--- config.mk ---
export PLATFORM = sky130hd
export DESIGN_NAME = multi_quadrature_decoder
export DESIGN_NICKNAME = d
export VERILOG_FILES = /design/src/hw/rtl/mqd_pkg.sv /design/src/hw/rtl/mqd_lane.sv /design/src/hw/rtl/mqd_outbuf.sv /design/src/hw/rtl/multi_quadrature_decoder.sv
export SDC_FILE = /design/constraint.sdc
export NUM_CORES = 1
export LEC_CHECK = 0
export ABC_AREA = 1
export BUFFER_PORTS_ARGS = -buffer_cell sky130_fd_sc_hd__buf_2
export CORE_ASPECT_RATIO = 1.4
export CORE_MARGIN = 8
export CORE_UTILIZATION = 40
export DETAILED_ROUTE_END_ITERATION = 10
export PLACE_DENSITY = 0.53
export SETUP_SLACK_MARGIN = 0.3
export SYNTH_ARGS = -nofsm -noshare
export SYNTH_HDL_FRONTEND = slang
export SYNTH_SLANG_ARGS = --single-unit
--- constraint.sdc ---
create_clock -name clk -period 3.8 [get_ports clk]
set_clock_uncertainty 0.05 [all_clocks]
set_input_delay 0.76 -clock clk [delete_from_list [all_inputs] [get_ports clk]]
set_output_delay 0.76 -clock clk [all_outputs]
set_load 0.01 [all_outputs]
--- src/hw/rtl/mqd_pkg.sv ---
`default_nettype none

package mqd_pkg;

	// Default build parameters
	localparam int DEF_MAX_ENCODERS = 4;
	localparam int DEF_COUNT_WIDTH  = 32;

	// Fixed field widths
	localparam int POS_W   = 32;
	localparam int CFG_W   = 4;
	localparam int CFG_IDX_W = 2;

	// Item operation codes
	typedef enum logic [1:0] {
		MODE_SAMPLE = 2'd0,
		MODE_SET    = 2'd1,
		MODE_CLEAR  = 2'd2,
		MODE_READ   = 2'd3
	} mode_t;

	// Detent latch modes; LATCH_NONE disables detent updates and position loads
	typedef enum logic [1:0] {
		LATCH_AT3  = 2'd0,
		LATCH_AT0  = 2'd1,
		LATCH_TWO  = 2'd2,
		LATCH_NONE = 2'd3
	} latch_t;

	// Rotation direction codes
	typedef enum logic [1:0] {
		DIR_NONE = 2'd0,
		DIR_CW   = 2'd1,
		DIR_CCW  = 2'd2
	} dir_t;

	// Configuration register indexes
	typedef enum logic [CFG_IDX_W-1:0] {
		CFG_ENC_COUNT  = 2'd0,
		CFG_LATCH_MODE = 2'd1,
		CFG_BUTTON0    = 2'd2,
		CFG_BUTTON1    = 2'd3
	} cfg_idx_t;

	// Count step from the Gray transition table
	typedef enum logic [1:0] {
		STEP_HOLD = 2'd0,
		STEP_UP   = 2'd1,
		STEP_DOWN = 2'd2
	} step_t;

	// Per-item control, one per lane; sel, active and pair differ by lane
	typedef struct packed {
		logic   accept;
		mode_t  mode;
		latch_t latch;
		logic   active;
		logic   sel;
		logic [1:0] pair;
	} lane_ctrl_t;

	// One result word
	typedef struct packed {
		logic signed [POS_W-1:0] position;
		dir_t                    direction;
		logic                    button0;
		logic                    button1;
	} out_word_t;

	// Transition table indexed by {previous pair, new pair}
	function automatic step_t gray_step(input logic [3:0] trans);
		step_t s;
		case (trans)
			4'd2, 4'd4, 4'd11, 4'd13: s = STEP_UP;
			4'd1, 4'd7, 4'd8, 4'd14:  s = STEP_DOWN;
			default:                  s = STEP_HOLD;
		endcase
		return s;
	endfunction

endpackage

`default_nettype wire

--- src/hw/rtl/mqd_lane.sv ---
`default_nettype none

module mqd_lane #(
	parameter int COUNT_WIDTH = mqd_pkg::DEF_COUNT_WIDTH
) (
	input  wire logic                          clk,
	input  wire logic                          arst_n,
	input  wire mqd_pkg::lane_ctrl_t           ctrl,
	input  wire logic signed [mqd_pkg::POS_W-1:0] new_position,
	output logic signed [COUNT_WIDTH-1:0]      det_pos,
	output mqd_pkg::dir_t                      dir
);
	import mqd_pkg::*;

	logic [1:0]                    last_pair_q;
	logic [COUNT_WIDTH-1:0]        raw_q;
	logic signed [COUNT_WIDTH-1:0] det_q;
	logic signed [COUNT_WIDTH-1:0] lread_q;

	logic [1:0]                    last_pair_d;
	logic [COUNT_WIDTH-1:0]        raw_d;
	logic signed [COUNT_WIDTH-1:0] det_d;
	logic signed [COUNT_WIDTH-1:0] lread_d;
	logic [COUNT_WIDTH-1:0]        raw_step;
	logic signed [COUNT_WIDTH-1:0] np_cw;
	logic                          changed;
	logic                          latch_hit;
	step_t                         step;

	// New position, sign-extended or truncated to count width
	assign np_cw = COUNT_WIDTH'(new_position);

	// Sample path: table step and detent detect
	assign changed = ctrl.pair != last_pair_q;
	assign step    = gray_step({last_pair_q, ctrl.pair});

	always_comb begin
		case (step)
			STEP_UP:   raw_step = raw_q + COUNT_WIDTH'(1);
			STEP_DOWN: raw_step = raw_q - COUNT_WIDTH'(1);
			default:   raw_step = raw_q;
		endcase
	end

	always_comb begin
		case (ctrl.latch)
			LATCH_AT3: latch_hit = changed && ctrl.pair == 2'd3;
			LATCH_AT0: latch_hit = changed && ctrl.pair == 2'd0;
			LATCH_TWO: latch_hit = changed && (ctrl.pair == 2'd0 || ctrl.pair == 2'd3);
			default:   latch_hit = 1'b0;
		endcase
	end

	// Readout seen by the merge stage
	assign det_pos = det_q;
	always_comb begin
		if (det_q < lread_q)
			dir = DIR_CCW;
		else if (lread_q < det_q)
			dir = DIR_CW;
		else
			dir = DIR_NONE;
	end

	// Next state per operation
	always_comb begin
		last_pair_d = last_pair_q;
		raw_d       = raw_q;
		det_d       = det_q;
		lread_d     = lread_q;
		unique case (ctrl.mode)
			MODE_SAMPLE: begin
				if (ctrl.active) begin
					last_pair_d = ctrl.pair;
					raw_d       = raw_step;
					if (latch_hit) begin
						if (ctrl.latch == LATCH_TWO)
							det_d = $signed(raw_step) >>> 1;
						else
							det_d = $signed(raw_step) >>> 2;
					end
				end
			end
			MODE_SET: begin
				if (ctrl.sel && ctrl.latch != LATCH_NONE) begin
					if (ctrl.latch == LATCH_TWO)
						raw_d = {np_cw[COUNT_WIDTH-2:0], raw_q[0]};
					else
						raw_d = {np_cw[COUNT_WIDTH-3:0], raw_q[1:0]};
					det_d   = np_cw;
					lread_d = np_cw;
				end
			end
			MODE_CLEAR: begin
				if (ctrl.sel) begin
					last_pair_d = 2'd3;
					raw_d       = '0;
					det_d       = '0;
					lread_d     = '0;
				end
			end
			MODE_READ: begin
				if (ctrl.sel)
					lread_d = det_q;
			end
			default: ;
		endcase
	end

	// Lane state
	always_ff @(posedge clk or negedge arst_n) begin
		if (!arst_n) begin
			last_pair_q <= 2'd3;
			raw_q       <= '0;
			det_q       <= '0;
			lread_q     <= '0;
		end else if (ctrl.accept) begin
			last_pair_q <= last_pair_d;
			raw_q       <= raw_d;
			det_q       <= det_d;
			lread_q     <= lread_d;
		end
	end

endmodule

`default_nettype wire

--- src/hw/rtl/mqd_outbuf.sv ---
`default_nettype none

module mqd_outbuf (
	input  wire logic               clk,
	input  wire logic               arst_n,
	input  wire logic               push,
	input  wire mqd_pkg::out_word_t push_word,
	output logic                    can_push,
	output logic                    out_valid,
	input  wire logic               out_ready,
	output mqd_pkg::out_word_t      out_word
);
	import mqd_pkg::*;

	logic      main_v_q;
	logic      skid_v_q;
	out_word_t main_q;
	out_word_t skid_q;
	logic      pop;

	assign pop       = main_v_q && out_ready;
	assign can_push  = !skid_v_q;
	assign out_valid = main_v_q;
	assign out_word  = main_q;

	// Valid flags: main register plus one skid word
	always_ff @(posedge clk or negedge arst_n) begin
		if (!arst_n) begin
			main_v_q <= 1'b0;
			skid_v_q <= 1'b0;
		end else if (!main_v_q || pop) begin
			main_v_q <= skid_v_q || push;
			skid_v_q <= skid_v_q && push;
		end else if (push) begin
			skid_v_q <= 1'b1;
		end
	end

	// Payload moves
	always_ff @(posedge clk) begin
		if (!main_v_q || pop) begin
			if (skid_v_q) begin
				main_q <= skid_q;
				if (push)
					skid_q <= push_word;
			end else if (push) begin
				main_q <= push_word;
			end
		end else if (push) begin
			skid_q <= push_word;
		end
	end

endmodule

`default_nettype wire

--- src/hw/rtl/multi_quadrature_decoder.sv ---
`default_nettype none
// Channel  | Handshake               | Word
// ---------+-------------------------+--------------------------------------------------
// input    | in_valid / in_ready     | mode, port_sample, encoder_index, new_position
// output   | out_valid / out_ready   | position, direction, button0/1_pressed
// config   | cfg_we (no wait)        | cfg_index, cfg_data
//
// One word per cycle sustained while out_ready is high; every lane updates in the
// accept cycle and the result is registered into the output register or skid word.
// A skid word behind the output register takes one result while the output stalls;
// in_ready drops only while both output words are held.
// arst_n resets lanes plus config, button and valid registers at once; no sweep.

module multi_quadrature_decoder #(
	parameter int MAX_ENCODERS = mqd_pkg::DEF_MAX_ENCODERS,
	parameter int COUNT_WIDTH  = mqd_pkg::DEF_COUNT_WIDTH
) (
	input  wire logic                               clk,
	input  wire logic                               arst_n,
	input  wire logic                               in_valid,
	output logic                                    in_ready,
	input  wire logic [1:0]                         mode,
	input  wire logic [7:0]                         port_sample,
	input  wire logic [2:0]                         encoder_index,
	input  wire logic signed [mqd_pkg::POS_W-1:0]   new_position,
	output logic                                    out_valid,
	input  wire logic                               out_ready,
	output logic signed [mqd_pkg::POS_W-1:0]        position,
	output logic [1:0]                              direction,
	output logic                                    button0_pressed,
	output logic                                    button1_pressed,
	input  wire logic                               cfg_we,
	input  wire logic [mqd_pkg::CFG_IDX_W-1:0]      cfg_index,
	input  wire logic [mqd_pkg::CFG_W-1:0]          cfg_data
);
	import mqd_pkg::*;

	logic [2:0] enc_count_q;
	latch_t     latch_q;
	logic [3:0] btn0_bit_q;
	logic [3:0] btn1_bit_q;
	logic       btn0_q;
	logic       btn1_q;
	logic       btn0_d;
	logic       btn1_d;

	logic       accept;
	logic       idx_ok;
	mode_t      mode_w;
	lane_ctrl_t ctrl [MAX_ENCODERS];
	logic signed [COUNT_WIDTH-1:0] lane_pos [MAX_ENCODERS];
	dir_t       lane_dir [MAX_ENCODERS];
	logic signed [COUNT_WIDTH-1:0] sel_pos;
	dir_t       sel_dir;
	out_word_t  res_word;
	out_word_t  out_word;

	assign accept = in_valid && in_ready;
	assign mode_w = mode_t'(mode);
	assign idx_ok = encoder_index < enc_count_q && encoder_index < 3'(MAX_ENCODERS);

	// Configuration registers
	always_ff @(posedge clk or negedge arst_n) begin
		if (!arst_n) begin
			enc_count_q <= 3'd4;
			latch_q     <= LATCH_AT3;
			btn0_bit_q  <= 4'd8;
			btn1_bit_q  <= 4'd8;
		end else if (cfg_we) begin
			unique case (cfg_idx_t'(cfg_index))
				CFG_ENC_COUNT:  enc_count_q <= cfg_data[2:0];
				CFG_LATCH_MODE: latch_q     <= latch_t'(cfg_data[1:0]);
				CFG_BUTTON0:    btn0_bit_q  <= cfg_data;
				CFG_BUTTON1:    btn1_bit_q  <= cfg_data;
				default: ;
			endcase
		end
	end

	// Buttons, active low, sampled from the full byte
	always_comb begin
		btn0_d = btn0_q;
		btn1_d = btn1_q;
		if (mode_w == MODE_SAMPLE) begin
			if (!btn0_bit_q[3])
				btn0_d = !port_sample[btn0_bit_q[2:0]];
			if (!btn1_bit_q[3])
				btn1_d = !port_sample[btn1_bit_q[2:0]];
		end
	end

	always_ff @(posedge clk or negedge arst_n) begin
		if (!arst_n) begin
			btn0_q <= 1'b0;
			btn1_q <= 1'b0;
		end else if (accept) begin
			btn0_q <= btn0_d;
			btn1_q <= btn1_d;
		end
	end

	// Encoder lanes; only the low nibble carries pairs
	for (genvar i = 0; i < MAX_ENCODERS; i++) begin : g_lane
		always_comb begin
			ctrl[i].accept = accept;
			ctrl[i].mode   = mode_w;
			ctrl[i].latch  = latch_q;
			ctrl[i].active = enc_count_q > 3'(i);
			ctrl[i].sel    = idx_ok && encoder_index == 3'(i);
			if (i < 2)
				ctrl[i].pair = port_sample[2*i +: 2];
			else
				ctrl[i].pair = 2'd0;
		end

		mqd_lane #(
			.COUNT_WIDTH (COUNT_WIDTH)
		) u_lane (
			.clk          (clk),
			.arst_n       (arst_n),
			.ctrl         (ctrl[i]),
			.new_position (new_position),
			.det_pos      (lane_pos[i]),
			.dir          (lane_dir[i])
		);
	end

	// Merge: pick the addressed lane's readout
	always_comb begin
		sel_pos = '0;
		sel_dir = DIR_NONE;
		for (int i = 0; i < MAX_ENCODERS; i++) begin
			if (encoder_index == 3'(i)) begin
				sel_pos = lane_pos[i];
				sel_dir = lane_dir[i];
			end
		end
	end

	always_comb begin
		res_word.position  = '0;
		res_word.direction = DIR_NONE;
		res_word.button0   = btn0_d;
		res_word.button1   = btn1_d;
		if (mode_w == MODE_READ) begin
			if (idx_ok) begin
				res_word.position  = POS_W'(sel_pos);
				res_word.direction = sel_dir;
			end else begin
				res_word.position  = '1;
			end
		end
	end

	// Output register with skid word
	mqd_outbuf u_outbuf (
		.clk       (clk),
		.arst_n    (arst_n),
		.push      (accept),
		.push_word (res_word),
		.can_push  (in_ready),
		.out_valid (out_valid),
		.out_ready (out_ready),
		.out_word  (out_word)
	);

	assign position        = out_word.position;
	assign direction       = out_word.direction;
	assign button0_pressed = out_word.button0;
	assign button1_pressed = out_word.button1;

endmodule

`default_nettype wire

==> metrics.txt <==
status finished, final reports clean; synthesized instance count 4710; EDFF count, synth 72; unique cell type count in the Yosys netlist 56; crit path DAT 3880 ps; layout cells sized above 1 14.6%; WS Path Type input pin to flop; vias in the first global route 30.9k; synth cell count leaders nand2_1, inv_1, o21ai_0; fin area 0.0386 mm^2; Post-synth ARST share 84.9%; dpl cells 5982; number of buffers inserted by hold repair at cts 0; class of the most critical hold timing path input pin to async pin; number of I/O port buffers 93; Final Non-Filler Cells 6085; top-area cell type share of the netlist area 30.7%; Compound-Gate Fraction of Synth Area 18.5%; Top FF cell, synth dfrtp_1; H-Tree Level Count 2; post-layout min period 3400 ps; Post-Synth XOR/XNOR Area 0.489%; TritonCTS clock tree done; CP startpoint kind input pin; die height 352 um; clk_lat worst skew 620 ps; YS warnings 0; die width 256 um; Simple-Gate Fraction of Synth Area 26.5%; dpl cell area 0.0361 mm^2; final setup fails 0; # rows 123; total gr overflow 0; clock sink count 477; Reg clk slew, reported paths 60 ps; hpwl dp 90.7 mm; max-cap viol count 0; gr usage total 25.3%; vias 32.0k; Final #Nets 5196; FMAX 294 MHz; vias per cell 5.25; fin crit share 89.5%; routability cong. 0.924; worst vdd ir 0.371 mV; pwr dens 782 mW/mm^2; initial DRC count 2514; Post-Synth Adder-Cell Area 6.20%; CP required 4280 ps; FF+latch count, synth 477; Synth Cell Area 0.0323 mm^2; syn nets 4926; unrepaired setup endpoints after global routing yes; starting density of the core 40.2%; Worst Tran Pin Value 989 ps; Max Buffers Root-to-Sink 3; CP max FO 21; Die Footprint 0.0901 mm^2; initial antenna violation count 2; Post-Syn Area per Cell 6.85 um^2; largest net degree at the start of global routing 152; Top Ports 94; Pleak 0.0193 uW; drc violations 0; sequential fraction of the synthesis area 38.1%; drt wl/cell 19.3 um; Slew Limit Fails 0; multiplexer share of the synthesized area 0%; Final ANT Viol Nets 0; first-pass GRT wire length 181 mm; Setup TNS 0 ps; FILL cells 8431; Core Box Area 0.0802 mm^2; Slew HR 33.9%; cell taking the most area after synthesis dfrtp_1; most frequent cell after synthesis nand2_1; largest family of logic cells by synthesized area simple AND/OR/NAND/NOR gates; clock root buffer clkbuf_16; CP endpoint kind flop; antenna cells 0; drt total wl 117 mm; Pre-Repair DR Iteration Count 6; top post-synthesis cells by area dfrtp_1, nand2_1, o21ai_0; Hold Vio Cnt, Final 0; Area Growth Syn to Fin 19.6%; total CTS buffers 51
-- worst paths after layout --
| kind | startpoint | endpoint | slack [ps] | cells after the start |
|---|---|---|---|---|
| setup / recovery | port_sample[0] | g_lane[0].u_lane.det_pos[23]$_DFFE_PN0P_ | 400 | 22 |
| hold / removal | arst_n | btn0_bit_q[1]$_DFFE_PN0P_ | 10 | 1 |
| setup reg to reg | g_lane[0].u_lane.last_pair_q[0]$_DFFE_PN1P_ | g_lane[0].u_lane.det_pos[23]$_DFFE_PN0P_ | 420 | 18 |
| hold reg to reg | g_lane[3].u_lane.raw_q[26]$_DFFE_PN0P_ | g_lane[3].u_lane.raw_q[26]$_DFFE_PN0P_ | 440 | 2 |
| max in group asynchronous | arst_n | g_lane[0].u_lane.lread_q[24]$_DFFE_PN0P_ | 2810 | 2 |
| min in group clk | cfg_data[3] | btn0_bit_q[3]$_DFFE_PN1P_ | 350 | 3 |
-- registers in the layout, indices dropped and copies added, names as in the netlist --
signal and flops:
btn1_bit_q 4, btn1_q 1, g_lane.u_lane.lread_q 128, u_outbuf.skid_v_q 1, g_lane.u_lane.det_pos 128, g_lane.u_lane.raw_q 126
enc_count_q 3, btn0_bit_q 4, u_outbuf.out_valid 1, u_outbuf.skid_q 36, u_outbuf.out_word 36, g_lane.u_lane.last_pair_q 6
latch_q 2, btn0_q 1
-- layout make-up --
type / instances / area [um^2] / share of cell area [%]
Timing Repair Buffer: 426 / 3370 / 8.72
Clock buffer: 72 / 1470 / 3.80
Tap cell: 1062 / 1330 / 3.44
Inverter: 635 / 2390 / 6.20
Clock inverter: 24 / 209 / 0.541
Multi-Input combinational cell: 3389 / 17500 / 45.4
Sequential cell: 477 / 12300 / 31.9
-- layout by cell type (no fill, tap or decap), types with 29 or more instances in the layout --
cell	Yosys	routed
a21oi_1	275	249
buf_4	4	302
o211ai_1	38	38
nand2_2	1	36
nand4_1	29	29
edfxtp_1	72	72
nor2_2	2	41
buf_2	39	92
nand3_1	245	216
ha_1	160	149
o22ai_1	39	39
nor2_1	474	423
clkbuf_16	0	53
a31oi_1	80	80
dfrtp_1	396	396
inv_1	618	608
nand2_1	1330	1295
o21ai_0	518	506
a22oi_1	36	36
-- stage by stage --
step | utilization, % | hold slack (ps) | worst slack [ps] | power [uW]
after floorplan | - | 403 | 303 | 17300
after global placement | 45.0 | 415 | -495 | 23900
after detailed placement | 45.0 | 423 | -467 | 24000
after CTS | 47.2 | 40.0 | 304 | 29200
after global routing | 48.1 | 58.2 | 221 | 32700
final | 48.1 | 13.9 | 400 | 30200
-- report_power, final --
part / switching (uW) / total, uW / internal (uW)
registers: 1330 / 8060 / 6730
clock network: 2250 / 5150 / 2890
logic: 10400 / 17000 / 6570
total: 14000 / 30200 / 16200
-- cell families (layout without fill, tap and decap cells) --
group                    count (synthesis)  count (layout)
adder cells (fa/ha/maj)                160             160
flip-flops                             477             477
XOR/XNOR                                18              18
AO/OA/AOI/OAI                         1077            1077
AND/OR/NAND/NOR                       2134            2134
buffers and inverters                  844            1157
-- metal layers --
layer  routed length (um)  GRT usage, %  vias up
met1                52700          33.6    15100
li1                     -             -    15900
met3                 4790          2.40      197
met4                 4300          8.65        0
met5                    0             0        -
met2                55700          42.7      817
-- repair_timing --
action / in CTS / in global routing
resized for setup: 7 / 200
pin swaps: 1 / 33
buffers inserted: 0 / 6
cloned: 0 / 1
endpoints found under the setup margin: 13 / 101
-- critical path, cell delays in order --
cell      delay, ps
buf_2           130
inv_1            70
ha_1            220
inv_1           100
a21oi_2          70
a32oi_2         210
inv_2            80
ha_4            180
buf_12          150
buf_16          170
buf_4           160
nand2_1          90
nand2_1         130
nor2_2          170
nand2_1         140
nor3_4          200
nand3_2         150
nand4_1         130
nand3_2         160
nand3_1         120
nand3_1         110
a21boi_1        140
No activity file was read; power rests on OpenSTA's default activity.
